## src/design/vas_pkg.sv

```systemverilog
package vas_pkg;

   // event codes
   localparam logic [1:0] FUNC_NOTE_ON  = 2'd0;
   localparam logic [1:0] FUNC_NOTE_OFF = 2'd1;
   localparam logic [1:0] FUNC_ALL_OFF  = 2'd2;
   localparam logic [1:0] FUNC_TICK     = 2'd3;

   // register indexes
   localparam logic [1:0] CSR_ATTACK  = 2'd0;
   localparam logic [1:0] CSR_DECAY   = 2'd1;
   localparam logic [1:0] CSR_SUSTAIN = 2'd2;
   localparam logic [1:0] CSR_RELEASE = 2'd3;

   // register reset values
   localparam logic [15:0] ATTACK_RESET  = 16'd50;
   localparam logic [15:0] DECAY_RESET   = 16'd100;
   localparam logic [3:0]  SUSTAIN_RESET = 4'd7;
   localparam logic [15:0] RELEASE_RESET = 16'd200;

   localparam int LEVEL_W   = 17;   // Q1.16 level
   localparam int DUR_W     = 16;
   localparam int NUM_W     = LEVEL_W + DUR_W;
   localparam int DIV_STEPS = LEVEL_W;
   localparam logic [LEVEL_W-1:0] LEVEL_MAX = 17'h1FFFF;
   localparam logic [3:0] SUSTAIN_MAX = 4'd10;

   typedef struct packed {
      logic [13:0] frequency;
      logic [7:0]  velocity;
      logic [3:0]  channel;
      logic [31:0] start_ms;
      logic [31:0] release_ms;
   } voice_type;

   typedef struct packed {
      logic             start;
      logic [NUM_W-1:0] dividend;
      logic [DUR_W-1:0] divisor;
   } div_req_type;

   typedef struct packed {
      logic               done;
      logic [LEVEL_W-1:0] quotient;
   } div_rsp_type;

   localparam logic [13:0] FREQ_ROM [128] = '{
      14'd0, 14'd8, 14'd9, 14'd9, 14'd10, 14'd10, 14'd11, 14'd12,
      14'd12, 14'd13, 14'd14, 14'd15, 14'd16, 14'd17, 14'd18, 14'd19,
      14'd20, 14'd21, 14'd23, 14'd24, 14'd25, 14'd27, 14'd29, 14'd30,
      14'd32, 14'd34, 14'd36, 14'd38, 14'd41, 14'd43, 14'd46, 14'd48,
      14'd51, 14'd55, 14'd58, 14'd61, 14'd65, 14'd69, 14'd73, 14'd77,
      14'd82, 14'd87, 14'd92, 14'd97, 14'd103, 14'd110, 14'd116, 14'd123,
      14'd130, 14'd138, 14'd146, 14'd155, 14'd164, 14'd174, 14'd184, 14'd195,
      14'd207, 14'd220, 14'd233, 14'd246, 14'd261, 14'd277, 14'd293, 14'd311,
      14'd329, 14'd349, 14'd369, 14'd391, 14'd415, 14'd440, 14'd466, 14'd493,
      14'd523, 14'd554, 14'd587, 14'd622, 14'd659, 14'd698, 14'd739, 14'd783,
      14'd830, 14'd880, 14'd932, 14'd987, 14'd1046, 14'd1108, 14'd1174, 14'd1244,
      14'd1318, 14'd1396, 14'd1479, 14'd1567, 14'd1661, 14'd1760, 14'd1864, 14'd1975,
      14'd2093, 14'd2217, 14'd2349, 14'd2489, 14'd2637, 14'd2793, 14'd2959, 14'd3135,
      14'd3322, 14'd3520, 14'd3729, 14'd3951, 14'd4186, 14'd4434, 14'd4698, 14'd4978,
      14'd5274, 14'd5587, 14'd5919, 14'd6271, 14'd6644, 14'd7040, 14'd7458, 14'd7902,
      14'd8372, 14'd8869, 14'd9397, 14'd9956, 14'd10548, 14'd11175, 14'd11839, 14'd12543
   };

   // velocity/127 in Q1.16: 65536 = 516*127 + 4, so v*65536/127 = 516v + 4v/127
   function automatic logic [LEVEL_W-1:0] base_of(input logic [7:0] vel);
      logic [9:0]  x;
      logic [2:0]  q0;
      logic [7:0]  rr;
      logic [3:0]  q;
      logic [17:0] b;
      x  = {vel, 2'b00};
      q0 = x[9:7];
      rr = {1'b0, x[6:0]} + {5'd0, q0};
      q  = {1'b0, q0} + ((rr >= 8'd127) ? 4'd1 : 4'd0);
      b  = ({10'd0, vel} << 9) + ({10'd0, vel} << 2) + {14'd0, q};
      return (b > {1'b0, LEVEL_MAX}) ? LEVEL_MAX : b[LEVEL_W-1:0];
   endfunction

   // sustain tenths/10 in Q1.16, saturated at ten tenths
   function automatic logic [LEVEL_W-1:0] sustain_of(input logic [3:0] tenths);
      logic [LEVEL_W-1:0] s;
      case (tenths)
         4'd0:    s = 17'd0;
         4'd1:    s = 17'd6553;
         4'd2:    s = 17'd13107;
         4'd3:    s = 17'd19660;
         4'd4:    s = 17'd26214;
         4'd5:    s = 17'd32768;
         4'd6:    s = 17'd39321;
         4'd7:    s = 17'd45875;
         4'd8:    s = 17'd52428;
         4'd9:    s = 17'd58982;
         default: s = 17'd65536;
      endcase
      return s;
   endfunction

endpackage

```

## src/design/vas_voice_ram.sv

```systemverilog
module vas_voice_ram #(
   parameter int VOICES = 8,
   parameter int AW     = 3
) (
   input  logic                clock,
   input  logic                wr_en,
   input  logic [AW-1:0]       wr_addr,
   input  vas_pkg::voice_type  wr_data,
   input  logic [AW-1:0]       rd_addr,
   output vas_pkg::voice_type  rd_data
);

   vas_pkg::voice_type mem_ff [VOICES];
   vas_pkg::voice_type rd_data_ff;

   // one write port, one registered read port
   always_ff @(posedge clock) begin
      if (wr_en) begin
         mem_ff[wr_addr] <= wr_data;
      end
      rd_data_ff <= mem_ff[rd_addr];
   end

   assign rd_data = rd_data_ff;

endmodule

```

## src/design/vas_divider.sv

```systemverilog
module vas_divider (
   input  logic                 clock,
   input  logic                 reset,
   input  vas_pkg::div_req_type req,
   output vas_pkg::div_rsp_type rsp
);

   logic                          run_ff, run_in;
   logic                          done_ff, done_in;
   logic [4:0]                    cnt_ff, cnt_in;
   logic [vas_pkg::DUR_W-1:0]     rem_ff, rem_in;
   logic [vas_pkg::LEVEL_W-1:0]   dvd_ff, dvd_in;
   logic [vas_pkg::DUR_W-1:0]     dsr_ff, dsr_in;
   logic [vas_pkg::DUR_W:0]       trial;
   logic                          ge;

   // restoring division, one quotient bit per cycle; quotient known below 2^17
   always_comb begin
      trial   = {rem_ff, dvd_ff[vas_pkg::LEVEL_W-1]};
      ge      = trial >= {1'b0, dsr_ff};
      run_in  = run_ff;
      done_in = 1'b0;
      cnt_in  = cnt_ff;
      rem_in  = rem_ff;
      dvd_in  = dvd_ff;
      dsr_in  = dsr_ff;
      if (req.start) begin
         run_in = 1'b1;
         cnt_in = 5'd0;
         rem_in = req.dividend[vas_pkg::NUM_W-1:vas_pkg::LEVEL_W];
         dvd_in = req.dividend[vas_pkg::LEVEL_W-1:0];
         dsr_in = req.divisor;
      end else if (run_ff) begin
         rem_in = ge ? 16'(trial - {1'b0, dsr_ff}) : trial[vas_pkg::DUR_W-1:0];
         dvd_in = {dvd_ff[vas_pkg::LEVEL_W-2:0], ge};
         cnt_in = cnt_ff + 5'd1;
         if (cnt_ff == 5'(vas_pkg::DIV_STEPS - 1)) begin
            run_in  = 1'b0;
            done_in = 1'b1;
         end
      end
   end

   always_ff @(posedge clock) begin
      if (reset) begin
         run_ff  <= 1'b0;
         done_ff <= 1'b0;
         cnt_ff  <= 5'd0;
      end else begin
         run_ff  <= run_in;
         done_ff <= done_in;
         cnt_ff  <= cnt_in;
      end
      rem_ff <= rem_in;
      dvd_ff <= dvd_in;
      dsr_ff <= dsr_in;
   end

   assign rsp.done     = done_ff;
   assign rsp.quotient = dvd_ff;

endmodule

```

## src/design/voice_allocator_adsr_loudest_select.sv

```systemverilog
// A note on writes its voice, after a start-time scan when no voice is free; note off and tick
// events scan the voices. Then, but for a note on with an invalid channel, the loudest-voice
// scan skips idle voices and takes each active one through the shared bit-serial divider in
// attack, decay or release. Throughput: one transaction at a time, busy high until the result
// strobe. Reset: synchronous, clears all voices and loads the default envelope registers.
// The result strobe rsp_valid lasts one cycle; the receiver cannot stall.
module voice_allocator_adsr_loudest_select #(
   parameter int VOICES         = 8,
   parameter int CHANNELS       = 16,
   parameter int FULL_VOLUME    = 100,
   parameter int VELOCITY_LIMIT = 127
) (
   input  logic        clock,
   input  logic        reset,
   input  logic        start,
   output logic        busy,
   input  logic [1:0]  req_func,
   input  logic [3:0]  req_channel,
   input  logic [6:0]  req_note,
   input  logic [7:0]  req_velocity,
   input  logic [31:0] req_now_ms,
   output logic        rsp_valid,
   output logic        rsp_playing,
   output logic [13:0] rsp_frequency,
   output logic [6:0]  rsp_volume,
   output logic [3:0]  rsp_channel_out,
   input  logic        csr_valid,
   output logic        csr_ready,
   input  logic [1:0]  csr_index,
   input  logic [15:0] csr_data
);

   localparam int VW = (VOICES > 1) ? $clog2(VOICES) : 1;
   localparam int LW = vas_pkg::LEVEL_W;

   typedef enum logic [4:0] {
      IDLE, OLD_RD, OLD_CMP, ON_WR, OFF_RD, OFF_CMP, TICK_RD, TICK_CMP,
      SEL_RD, SEL_LOAD, SEL_SL, SEL_MUL, SEL_DIVGO, SEL_DIV, SEL_FIN, SEL_VOL
   } state_type;

   typedef enum logic [2:0] {
      MODE_ZERO, MODE_SUS, MODE_ATK, MODE_DEC, MODE_REL
   } mode_type;

   state_type            state_ff, state_in;
   mode_type             mode_ff, mode_in;
   logic [VW:0]          idx_ff, idx_in;
   logic [VW-1:0]        cand_ff, cand_in;
   logic [31:0]          oldest_ff, oldest_in;
   logic [VOICES-1:0]    active_ff, active_in;
   logic [VOICES-1:0]    released_ff, released_in;

   // latched transaction
   logic [3:0]           ch_ff, ch_in;
   logic [13:0]          freq_ff, freq_in;
   logic [7:0]           vel_ff, vel_in;
   logic [31:0]          now_ff, now_in;

   // envelope datapath
   logic [LW-1:0]        base_ff, base_in;
   logic [LW-1:0]        sl_ff, sl_in;
   logic [31:0]          e_ff, e_in;
   logic [31:0]          r_ff, r_in;
   logic [13:0]          cur_freq_ff, cur_freq_in;
   logic [3:0]           cur_ch_ff, cur_ch_in;
   logic [15:0]          opb_ff, opb_in;
   logic [15:0]          dsr_ff, dsr_in;
   logic [vas_pkg::NUM_W-1:0] num_ff, num_in;
   logic [LW-1:0]        best_ff, best_in;
   logic [13:0]          best_freq_ff, best_freq_in;
   logic [3:0]           best_ch_ff, best_ch_in;

   // result registers
   logic                 rsp_valid_ff, rsp_valid_in;
   logic                 rsp_playing_ff, rsp_playing_in;
   logic [13:0]          rsp_freq_ff, rsp_freq_in;
   logic [6:0]           rsp_vol_ff, rsp_vol_in;
   logic [3:0]           rsp_ch_ff, rsp_ch_in;

   // envelope registers
   logic [15:0]          attack_ff, decay_ff, release_ff;
   logic [3:0]           sustain_ff;

   logic                 ram_we;
   logic [VW-1:0]        ram_waddr;
   vas_pkg::voice_type   ram_wdata;
   vas_pkg::voice_type   ram_rdata;
   vas_pkg::div_req_type div_req;
   vas_pkg::div_rsp_type div_rsp;

   logic [VW-1:0]        cur;
   logic                 last;
   logic                 has_free;
   logic [VW-1:0]        free_idx;
   logic [LW-1:0]        sus;
   logic [2*LW-1:0]      sl_prod;
   logic [LW-1:0]        mul_a;
   logic [LW-1:0]        lv;
   logic [LW+7:0]        vol_prod;
   logic [16:0]          atk_dec;
   logic [6:0]           vol_sat;

   assign cur  = idx_ff[VW-1:0];
   assign last = (idx_ff == (VW+1)'(VOICES - 1));
   assign busy = (state_ff != IDLE);
   assign csr_ready = 1'b1;

   vas_voice_ram #(.VOICES(VOICES), .AW(VW)) u_ram (
      .clock   (clock),
      .wr_en   (ram_we),
      .wr_addr (ram_waddr),
      .wr_data (ram_wdata),
      .rd_addr (cur),
      .rd_data (ram_rdata)
   );

   vas_divider u_div (
      .clock (clock),
      .reset (reset),
      .req   (div_req),
      .rsp   (div_rsp)
   );

   // first free voice
   always_comb begin
      has_free = 1'b0;
      free_idx = '0;
      for (int i = VOICES - 1; i >= 0; i--) begin
         if (!active_ff[i]) begin
            has_free = 1'b1;
            free_idx = VW'(i);
         end
      end
   end

   // sustain level and shared arithmetic
   always_comb begin
      sus      = vas_pkg::sustain_of((sustain_ff > vas_pkg::SUSTAIN_MAX) ?
                                     vas_pkg::SUSTAIN_MAX : sustain_ff);
      sl_prod  = base_ff * sus;
      atk_dec  = {1'b0, attack_ff} + {1'b0, decay_ff};
      case (mode_ff)
         MODE_REL: mul_a = sl_ff;
         MODE_DEC: mul_a = base_ff - sl_ff;
         default:  mul_a = base_ff;
      endcase
      case (mode_ff)
         MODE_ZERO: lv = '0;
         MODE_SUS:  lv = sl_ff;
         MODE_DEC:  lv = base_ff - div_rsp.quotient;
         default:   lv = div_rsp.quotient;
      endcase
      vol_prod = best_ff * 8'(FULL_VOLUME);
      vol_sat  = (vol_prod[LW+7:16] > 9'd127) ? 7'd127 : vol_prod[22:16];
   end

   // sequencer
   always_comb begin
      state_in       = state_ff;
      mode_in        = mode_ff;
      idx_in         = idx_ff;
      cand_in        = cand_ff;
      oldest_in      = oldest_ff;
      active_in      = active_ff;
      released_in    = released_ff;
      ch_in          = ch_ff;
      freq_in        = freq_ff;
      vel_in         = vel_ff;
      now_in         = now_ff;
      base_in        = base_ff;
      sl_in          = sl_ff;
      e_in           = e_ff;
      r_in           = r_ff;
      cur_freq_in    = cur_freq_ff;
      cur_ch_in      = cur_ch_ff;
      opb_in         = opb_ff;
      dsr_in         = dsr_ff;
      num_in         = num_ff;
      best_in        = best_ff;
      best_freq_in   = best_freq_ff;
      best_ch_in     = best_ch_ff;
      rsp_valid_in   = 1'b0;
      rsp_playing_in = rsp_playing_ff;
      rsp_freq_in    = rsp_freq_ff;
      rsp_vol_in     = rsp_vol_ff;
      rsp_ch_in      = rsp_ch_ff;
      ram_we         = 1'b0;
      ram_waddr      = cur;
      ram_wdata      = ram_rdata;
      div_req.start    = 1'b0;
      div_req.dividend = num_ff;
      div_req.divisor  = dsr_ff;

      unique case (state_ff)
         IDLE: begin
            if (start) begin
               ch_in     = req_channel;
               freq_in   = vas_pkg::FREQ_ROM[req_note];
               vel_in    = (req_velocity > 8'(VELOCITY_LIMIT)) ?
                           8'(VELOCITY_LIMIT) : req_velocity;
               now_in    = req_now_ms;
               idx_in    = '0;
               best_in      = '0;
               best_freq_in = '0;
               best_ch_in   = '0;
               unique case (req_func)
                  vas_pkg::FUNC_NOTE_ON: begin
                     if ({1'b0, req_channel} >= 5'(CHANNELS)) begin
                        state_in = IDLE;
                     end else if (has_free) begin
                        cand_in  = free_idx;
                        state_in = ON_WR;
                     end else begin
                        cand_in  = '0;
                        state_in = OLD_RD;
                     end
                  end
                  vas_pkg::FUNC_NOTE_OFF: state_in = OFF_RD;
                  vas_pkg::FUNC_ALL_OFF: begin
                     active_in   = '0;
                     released_in = '0;
                     state_in    = SEL_RD;
                  end
                  default: state_in = TICK_RD;
               endcase
            end
         end

         // oldest start time, first on ties
         OLD_RD: state_in = OLD_CMP;
         OLD_CMP: begin
            if (idx_ff == '0 || ram_rdata.start_ms < oldest_ff) begin
               cand_in   = cur;
               oldest_in = ram_rdata.start_ms;
            end
            idx_in   = idx_ff + (VW+1)'(1);
            state_in = last ? ON_WR : OLD_RD;
         end

         ON_WR: begin
            ram_we               = 1'b1;
            ram_waddr            = cand_ff;
            ram_wdata.frequency  = freq_ff;
            ram_wdata.velocity   = vel_ff;
            ram_wdata.channel    = ch_ff;
            ram_wdata.start_ms   = now_ff;
            ram_wdata.release_ms = '0;
            active_in[cand_ff]   = 1'b1;
            released_in[cand_ff] = 1'b0;
            idx_in               = '0;
            state_in             = SEL_RD;
         end

         // release the first matching voice
         OFF_RD: state_in = OFF_CMP;
         OFF_CMP: begin
            if (active_ff[cur] && ram_rdata.channel == ch_ff &&
                ram_rdata.frequency == freq_ff) begin
               ram_we               = 1'b1;
               ram_wdata.release_ms = now_ff;
               released_in[cur]     = 1'b1;
               idx_in               = '0;
               state_in             = SEL_RD;
            end else if (last) begin
               idx_in   = '0;
               state_in = SEL_RD;
            end else begin
               idx_in   = idx_ff + (VW+1)'(1);
               state_in = OFF_RD;
            end
         end

         // free voices whose release has run out
         TICK_RD: state_in = TICK_CMP;
         TICK_CMP: begin
            if (active_ff[cur] && released_ff[cur] &&
                (now_ff - ram_rdata.release_ms) >= {16'd0, release_ff}) begin
               active_in[cur] = 1'b0;
            end
            if (last) begin
               idx_in   = '0;
               state_in = SEL_RD;
            end else begin
               idx_in   = idx_ff + (VW+1)'(1);
               state_in = TICK_RD;
            end
         end

         // loudest-voice scan
         SEL_RD: begin
            if (active_ff[cur]) begin
               state_in = SEL_LOAD;
            end else if (last) begin
               state_in = SEL_VOL;
            end else begin
               idx_in = idx_ff + (VW+1)'(1);
            end
         end
         SEL_LOAD: begin
            base_in     = vas_pkg::base_of(ram_rdata.velocity);
            e_in        = now_ff - ram_rdata.start_ms;
            r_in        = now_ff - ram_rdata.release_ms;
            cur_freq_in = ram_rdata.frequency;
            cur_ch_in   = ram_rdata.channel;
            state_in    = SEL_SL;
         end
         SEL_SL: begin
            sl_in = sl_prod[LW+15:16];
            if (released_ff[cur]) begin
               if (r_ff >= {16'd0, release_ff}) begin
                  mode_in = MODE_ZERO;
               end else begin
                  mode_in = MODE_REL;
                  opb_in  = release_ff - r_ff[15:0];
                  dsr_in  = release_ff;
               end
            end else if (e_ff < {16'd0, attack_ff}) begin
               mode_in = MODE_ATK;
               opb_in  = e_ff[15:0];
               dsr_in  = attack_ff;
            end else if (e_ff < {15'd0, atk_dec}) begin
               mode_in = MODE_DEC;
               opb_in  = e_ff[15:0] - attack_ff;
               dsr_in  = decay_ff;
            end else begin
               mode_in = MODE_SUS;
            end
            state_in = SEL_MUL;
         end
         SEL_MUL: begin
            num_in   = mul_a * opb_ff;
            state_in = (mode_ff == MODE_ZERO || mode_ff == MODE_SUS) ? SEL_FIN : SEL_DIVGO;
         end
         SEL_DIVGO: begin
            div_req.start = 1'b1;
            state_in      = SEL_DIV;
         end
         SEL_DIV: begin
            if (div_rsp.done) begin
               state_in = SEL_FIN;
            end
         end
         SEL_FIN: begin
            if (lv > best_ff) begin
               best_in      = lv;
               best_freq_in = cur_freq_ff;
               best_ch_in   = cur_ch_ff;
            end
            if (last) begin
               state_in = SEL_VOL;
            end else begin
               idx_in   = idx_ff + (VW+1)'(1);
               state_in = SEL_RD;
            end
         end

         // scale to full volume and post the result
         SEL_VOL: begin
            rsp_valid_in = 1'b1;
            if (best_freq_ff != '0 && vol_sat != '0) begin
               rsp_playing_in = 1'b1;
               rsp_freq_in    = best_freq_ff;
               rsp_vol_in     = vol_sat;
               rsp_ch_in      = best_ch_ff;
            end else begin
               rsp_playing_in = 1'b0;
               rsp_freq_in    = '0;
               rsp_vol_in     = '0;
               rsp_ch_in      = '0;
            end
            state_in = IDLE;
         end

         default: state_in = IDLE;
      endcase
   end

   always_ff @(posedge clock) begin
      if (reset) begin
         state_ff       <= IDLE;
         active_ff      <= '0;
         released_ff    <= '0;
         rsp_valid_ff   <= 1'b0;
         rsp_playing_ff <= 1'b0;
      end else begin
         state_ff       <= state_in;
         active_ff      <= active_in;
         released_ff    <= released_in;
         rsp_valid_ff   <= rsp_valid_in;
         rsp_playing_ff <= rsp_playing_in;
      end
      mode_ff      <= mode_in;
      idx_ff       <= idx_in;
      cand_ff      <= cand_in;
      oldest_ff    <= oldest_in;
      ch_ff        <= ch_in;
      freq_ff      <= freq_in;
      vel_ff       <= vel_in;
      now_ff       <= now_in;
      base_ff      <= base_in;
      sl_ff        <= sl_in;
      e_ff         <= e_in;
      r_ff         <= r_in;
      cur_freq_ff  <= cur_freq_in;
      cur_ch_ff    <= cur_ch_in;
      opb_ff       <= opb_in;
      dsr_ff       <= dsr_in;
      num_ff       <= num_in;
      best_ff      <= best_in;
      best_freq_ff <= best_freq_in;
      best_ch_ff   <= best_ch_in;
      rsp_freq_ff  <= rsp_freq_in;
      rsp_vol_ff   <= rsp_vol_in;
      rsp_ch_ff    <= rsp_ch_in;
   end

   // envelope registers
   always_ff @(posedge clock) begin
      if (reset) begin
         attack_ff  <= vas_pkg::ATTACK_RESET;
         decay_ff   <= vas_pkg::DECAY_RESET;
         sustain_ff <= vas_pkg::SUSTAIN_RESET;
         release_ff <= vas_pkg::RELEASE_RESET;
      end else if (csr_valid && csr_ready) begin
         unique case (csr_index)
            vas_pkg::CSR_ATTACK:  attack_ff  <= csr_data;
            vas_pkg::CSR_DECAY:   decay_ff   <= csr_data;
            vas_pkg::CSR_SUSTAIN: sustain_ff <= csr_data[3:0];
            default:              release_ff <= csr_data;
         endcase
      end
   end

   assign rsp_valid       = rsp_valid_ff;
   assign rsp_playing     = rsp_playing_ff;
   assign rsp_frequency   = rsp_freq_ff;
   assign rsp_volume      = rsp_vol_ff;
   assign rsp_channel_out = rsp_ch_ff;

endmodule

```

## config.mk

```make
export PLATFORM = sky130hd
export DESIGN_NAME = voice_allocator_adsr_loudest_select
export DESIGN_NICKNAME = d
export VERILOG_FILES = /design/src/design/vas_pkg.sv /design/src/design/vas_voice_ram.sv /design/src/design/vas_divider.sv /design/src/design/voice_allocator_adsr_loudest_select.sv
export SDC_FILE = /design/constraint.sdc
export NUM_CORES = 2
export LEC_CHECK = 0
export BUFFER_PORTS_ARGS = -buffer_cell sky130_fd_sc_hd__buf_4
export CAP_MARGIN = 20
export CORE_MARGIN = 2
export CORE_UTILIZATION = 58
export DETAILED_ROUTE_END_ITERATION = 10
export GPL_TIMING_DRIVEN = 0
export PLACE_DENSITY = 0.81
export REMOVE_ABC_BUFFERS = 1
export SLEW_MARGIN = 5
export SYNTH_ARGS = -nofsm -noshare
export SYNTH_HDL_FRONTEND = slang
export SYNTH_SLANG_ARGS = --single-unit
```

## constraint.sdc

```tcl
create_clock -name clock -period 11.45 [get_ports clock]
set_input_delay 0.5725 -clock clock [delete_from_list [all_inputs] [get_ports clock]]
set_output_delay 0.5725 -clock clock [all_outputs]
set_load 0.005 [all_outputs]
```

## Word level (Yosys, flattened, before mapping)

Memories as Yosys holds them, arrays and structs flattened. A register that Yosys moved wholly into a read port is not among the register bits.
Index checks and enable logic that the tools add are counted.

| cells by class | value |
|---|---|
| bitwise gates (word level) | 9 |
| equal/unequal tests | 37 |
| reduce and logical (&&, ||, !) cells | 40 |
| $add $sub $neg | 14 |
| div/mod/pow operators | 0 |
| shift-type cells | 0 |
| muxes and demuxes | 99 |
| magnitude comparators | 16 |
| multipliers | 3 |

Operators by type and width:

| operator | count |
|---|---|
| $mux W16 | 11 |
| $pmux W5 S15 | 1 |
| $mux W17 | 4 |
| $pmux W17 S2 | 2 |
| $ge A32 B16 Y1 | 2 |
| $pmux W32 S2 | 1 |
| $sub A32 B32 Y32 | 2 |
| $mux W58 | 1 |
| $pmux W17 S3 | 1 |
| $mux W3 | 16 |
| $pmux W8 S3 | 2 |
| $sub A16 B16 Y16 | 3 |
| $eq A5 B4 Y1 const B | 8 |
| $mux W4 | 10 |
| $sub A17 B17 Y17 | 2 |
| $mul A17 B16 Y33 | 1 |
| $mul A17 B17 Y33 | 1 |
| $lt A32 B16 Y1 | 1 |
| $lt A32 B17 Y1 | 1 |
| $lt A32 B32 Y1 | 1 |
| $mux W32 | 1 |
| $mux W8 | 4 |
| $mux W14 | 2 |
| $pmux W14 S2 | 1 |
| 63 further kinds | 139 |

| storage, ports and cells | value |
|---|---|
| latch bits | 0 |
| bits in registers | 458 |
| memory bits (writable) | 720 |
| output and inout port bits | 29 |
| memory bits (read-only) | 2064 |
| logic and storage cells | 258 |
| bits of input ports | 75 |
| memories kept | 3 |

Memories:

| name | words | bits a word | rd ports | clocked after memory_dff | write ports | RTL line | source |
|---|---|---|---|---|---|---|---|
| (no name shown) | 128 | 14 | 1 | 1 | 0 | voice_allocator_adsr_loudest_select.sv:198 | `freq_in = vas_pkg::FREQ_ROM[req_note];` |
| u_ram.mem_ff | 8 | 90 | 1 | 1 | 1 | vas_voice_ram.sv:13 | `vas_pkg::voice_type mem_ff [VOICES];` |
| (no name shown) | 16 | 17 | 1 | 0 | 0 | vas_pkg.sv:84 | `case (tenths)` |

## Depth between registers and ports, before layout

| depth | value |
|---|---|
| depth after elaboration | 12 |
| gate-level depth with buffers | 35 |

## By module

From an unflattened synthesis, not the netlist that was laid out.

| second synthesis, totals | value |
|---|---|
| cells, all modules | 6450 |
| area total of the unflattened synthesis | 78036.1 µm² |

Modules (own cells, without submodules):

| module | sequential area each (µm²) | cells each | instances | area an instance (µm²) |
|---|---|---|---|---|
| voice_allocator_adsr_loudest_select | 11721.2 | 4999 | 1 | 45831.5 |
| vas_voice_ram | 23422.5 | 1143 | 1 | 28843.9 |
| vas_divider | 1611.5 | 308 | 1 | 3360.7 |

## Least setup slack after synthesis

OpenSTA, ideal clock, no wires.

| timing path | value |
|---|---|
| kind | reg-to-reg |
| start | register base_ff[1] |
| end | register num_ff[28] (netlist bit), data pin |
| path slack | 3070 ps |
| data required time | 11192 ps |
| arrival time | 8122 ps |
| stages on the path, launching flop included | 33 |
| setup time | 258 ps |
| cell sequence | edfxtp_1 > ha_1 > nor2b_1 > o21ai_2 > a21boi_1 > o21ai_0 > a21oi_1 > a2111o_1 > a2111o_1 > a211o_1 > a41oi_2 > buf_4 > o21ai_0 > fa_1 > fa_1 > inv_1 > fa_1 > fa_1 > fa_1 > inv_1 > fa_1 > inv_1 > ha_1 > a21oi_1 > nor2b_1 > o21ai_0 > nand2_1 > a211oi_1 > a211oi_1 > or2_2 > a21o_1 > a21oi_1 > xnor2_1 |

| between the ends | value |
|---|---|
| cells in the longest elaborated chain, start to end | 3 |

RTL lines:

| element | RTL line | source |
|---|---|---|
| start, declared | voice_allocator_adsr_loudest_select.sv:60 | `logic [LW-1:0] base_ff, base_in;` |
| start signal, assigned | voice_allocator_adsr_loudest_select.sv:400 | `base_ff <= base_in;` |
| $sub A17 B17 Y17 | voice_allocator_adsr_loudest_select.sv:144 | `MODE_DEC: mul_a = base_ff - sl_ff;` |
| $pmux W17 S2 * | voice_allocator_adsr_loudest_select.sv:142 | `case (mode_ff)` |
| $mul A17 B16 Y33 * | voice_allocator_adsr_loudest_select.sv:331 | `num_in = mul_a * opb_ff;` |
| end signal, assigned | voice_allocator_adsr_loudest_select.sv:408 | `num_ff <= num_in;` |
| end, declared | voice_allocator_adsr_loudest_select.sv:68 | `logic [vas_pkg::NUM_W-1:0] num_ff, num_in;` |

Mark *: on every way between the ends. The rest lies on a longest branch, timed or not.
A chain may end at the register's enable or synchronous reset.

## Worst setup path in the final report

| timing path | value |
|---|---|
| start | register base_ff[0] |
| end | register num_ff[32] (netlist bit), data pin |

The elaborated chain is that of the path after synthesis.

==> flow_metrics.py <==
metrics = {
    "sta": {
        "slew_violations": 0,
        "rsz0062_at_grt": "no",
        "setup_violations": 0,
        "tightest_slew_ns": 1.13,
        "slew_headroom_pct": 22.5,
        "fmax_mhz": 97.3,
        "fin_skew_ns": 0.0639,
        "hold_viol_final": 0,
        "post-route-min-period_ns": 10.28,
        "fin_crit_sh_pct": 89.8,
    },
    "global_route": {
        "antenna_found_initial": 13,
        "gr-total-overflow": 0,
        "grt_pass1_vias": 55800,
        "track_usage_pct": 29.5,
        "grt_pass1_wl_microns": 310000,
        "grt_max_degree": 75,
    },
    "place": {
        "placedCellCount": 8448,
        "portBuffers": 102,
        "dp_hpwl_microns": 141000,
        "place.gp.congestion": 0.964,
        "placed_cell_area_sq_um": 80600,
    },
    "worst_setup_path": {
        "slowest_delay_ns": 0.85,
        "path_buf_inv": 4,
        "crit_cells": 32,
        "required_ns": 11.96,
        "crit_path_max_fanout": 16,
        "startpoint_type": "register",
        "rr_endpoint": "num_ff[32]$_DFFE_PP_",
        "rr_worst_depth": 32,
        "crit_family": "compound AO/OA/AOI/OAI gates",
        "reg2reg_from": "base_ff[0]$_SDFFCE_PN1P_",
        "reg2reg_slack_ns": 1.17,
        "cp.arrival_ns": 10.79,
        "crit_path_frequent_cell": "fa_1",
        "worst_path_max_delay_cell": "a41oi_2",
        "critPathCaptureType": "register",
        "path_class": "reg -> reg",
    },
    "route": {
        "routed_wl_microns": 200000,
        "drtPass1Iterations": 9,
        "drtIter0Drc": 5903,
        "wl_per_cell_microns": 22.9,
        "drtAntennaViolNets": 0,
        "avgViaCountPerCell": 6.20,
        "vias": 54100,
        "drc": 0,
    },
    "power_and_ir_drop": {
        "vdd_drop_max_mv": 0.365,
        "seq_power_share_pct": 28.5,
        "leakagePower_nw": 34.7,
        "switching_share_pct": 41.6,
        "pwr-share-clk_pct": 18.1,
        "combPwrFrac_pct": 53.4,
        "p_sw_mw": 10.3,
        "powerDensity_nw_per_um2": 288,
        "internal_power_mw": 14.4,
    },
    "yosys": {
        "yosysSeqAreaShare_pct": 48.2,
        "async_reset_ff_share_pct": 0,
        "yosysWarnings": 0,
        "netlist_instances": 6715,
        "synth.distinct_cells": 94,
        "syn_area_per_cell_sq_um": 11.4,
        "syn_area_sq_um": 76300,
        "synth-main-ff-cell": "edfxtp_1",
        "synth_top_area_share_pct": 43.7,
        "yosysTopAreaCell": "edfxtp_1",
        "synth_enable_flop_cells": 1110,
        "yosys-top-cells-area": "edfxtp_1 44%, fa_1 12%, ha_1 8.8%, dfxtp_1 4.5%, inv_1 4.3%",
        "ys_ff_latch": 1281,
    },
    "final_layout": {
        "areaGrowthSynthToFinish_pct": 12.3,
        "fin_area_sq_um": 85700,
        "layout-drive-gt1-share_pct": 7.72,
        "final_common_cell": "edfxtp_1",
        "final_net_count": 7933,
        "register_area_sq_um": 36800,
        "fill_cells": 9219,
        "utilization_pct": 65.4,
        "layout_common_cells": "1110 x edfxtp_1, 878 x inv_1, 676 x nand2_1, 538 x ha_1, 448 x fa_1",
        "multi_input_area_sq_um": 35500,
        "stdcell_count": 8740,
    },
    "floorplan": {
        "io_pins": 104,
        "rows": 133,
        "core_sq_um": 131000,
        "start_util_pct": 58.3,
        "die_y_microns": 367,
        "die_w_microns": 367,
        "dieArea_sq_um": 134000,
    },
    "outcome": {
        "status": "completed",
    },
    "min_path": {
        "worstHoldEndpoint": "release_ff[15]$_SDFFE_PP0P_",
        "holdPathStages": 3,
        "hp-start": "csr_data[15]",
        "holdCritPathClass": "in -> reg",
    },
    "clock_tree": {
        "postCtsSetupBuffers": 0,
        "cts.path.max_buffers": 3,
        "clk_latency_ns": 0.82,
        "cts.sinks": 1281,
        "clk_pin_slew_ns": 0.06,
        "cts_tree": "done",
        "root_buffer": "clkbuf_16",
        "numCtsBuffers": 133,
        "ctsResizeCount": 0,
        "h-tree-depth": 4,
    },
    "flow_run": {
        "max_cap_viol_count": 0,
    },
}
## worst max path at each step
stage,startpoint,end,slack (ns)
global placement,idx_ff[2]$_DFFE_PP_,u_ram.mem_ff[1][40]$_DFFE_PP_,-21.29
detailed placement,mode_ff[2]$_SDFFCE_PN0P_,num_ff[32]$_DFFE_PP_,1.32
CTS,mode_ff[2]$_SDFFCE_PN0P_,num_ff[32]$_DFFE_PP_,1.30
floorplan,idx_ff[2]$_DFFE_PP_,u_ram.mem_ff[5][0]$_DFFE_PP_,-4.71
global route,base_ff[0]$_SDFFCE_PN1P_,num_ff[32]$_DFFE_PP_,0.71
finish,base_ff[0]$_SDFFCE_PN1P_,num_ff[32]$_DFFE_PP_,1.17
## cell type report
| class | instances | area share (%) |
|---|---|---|
| sequential | 1281 | 42.9 |
| multi-input combinational | 4299 | 41.5 |
| clock buffer | 167 | 4.10 |
| timing repair buffer | 276 | 3.87 |
| inverter | 881 | 3.86 |
| tap | 1755 | 2.56 |
| clock inverter | 78 | 1.20 |
| antenna | 3 | 0.00876 |
## per-stage QoR
step / TNS (ns) / total power [mW] / setup slack (ns) / hold WS, ns
after floorplan: -3295.81 / 16.3 / -4.71 / 0.400
after global placement: - / 19.5 / -21.29 / 0.401
after detailed placement: 0 / 20.0 / 1.32 / 0.409
after CTS: 0 / 24.6 / 1.30 / 0.0137
after global routing: 0 / 26.4 / 0.709 / 0.0459
final: 0 / 24.7 / 1.17 / 0.0405
## sequential cells by signal, summed over array words and instances, names as in the netlist, 14 cells and up
register / flops
freq_ff: 14
opb_ff: 16
u_ram.mem_ff: 720
u_div.dsr_ff: 16
u_ram.rd_data: 90
decay_ff: 16
best_ff: 17
num_ff: 33
dsr_ff: 16
now_ff: 32
u_div.rem_ff: 16
rsp_frequency: 14
cur_freq_ff: 14
oldest_ff: 32
sl_ff: 17
base_ff: 17
best_freq_ff: 14
r_ff: 32
release_ff: 16
u_div.dvd_ff: 17
attack_ff: 16
e_ff: 32
## worst min-delay path, delay by kind of cell
kind / cells / cell delay, ns
simple gates: 1 / 0.05
buf+inv: 1 / 0.12
compound gates: 1 / 0.05
## power groups by stage
stage / Clock, mW / Sequential, mW / Combinational (mW)
final: 4.45 / 7.02 / 13.2
after global routing: 4.67 / 7.06 / 14.7
after CTS: 4.48 / 7.01 / 13.1
after detailed placement: 0 / 7.10 / 12.9
after global placement: 0 / 7.16 / 12.3
after floorplan: 0 / 6.94 / 9.33
## what timing repair did
action | in CTS | in global routing
endpoints found under the hold margin | 39 | 0
endpoints found under the setup margin | 0 | 0
hold buffers | 38 | 0
## cell usage after synthesis (all sizes together) (12+ instances only)
library cell,number
edfxtp,1110
inv,880
nand2,676
ha,538
fa,448
a22oi,384
a21oi,303
o21ai,261
nor2,258
clkbuf,225
and2,179
dfxtp,171
xnor2,127
nand4,124
a21o,87
xor2,79
nor3,71
nand3,64
nor2b,63
o21a,56
o31ai,47
and3,46
nand2b,45
o211ai,42
a31oi,30
buf,29
nor4,29
or2,24
a211oi,23
o21bai,23
a211o,20
a21boi,19
mux2i,19
or3,19
nand3b,16
nor3b,13
o22ai,13
a2111oi,12
## metal layers
metal / GRT usage [%] / vias up / part of all wire [%]
met5: 0 / - / 0.086
met4: 12.7 / 26 / 4.1
met3: 6.01 / 534 / 9.8
met2: 49.5 / 2879 / 48
met1: 37.4 / 26600 / 38
li1: - / 24100 / -
## logic make-up after synthesis
kind of cell / share of synthesized area [%]
other: 0.00984
and+or+nand+nor: 10.4
xor gates and xnor gates: 2.36
DFF: 48.2
muxes: 0.338
AOI/OAI and AO/OA: 12.5
buffers and inverters: 5.61
adders and majority gates: 20.6
Note: power is estimated with default switching activity, not from simulation.
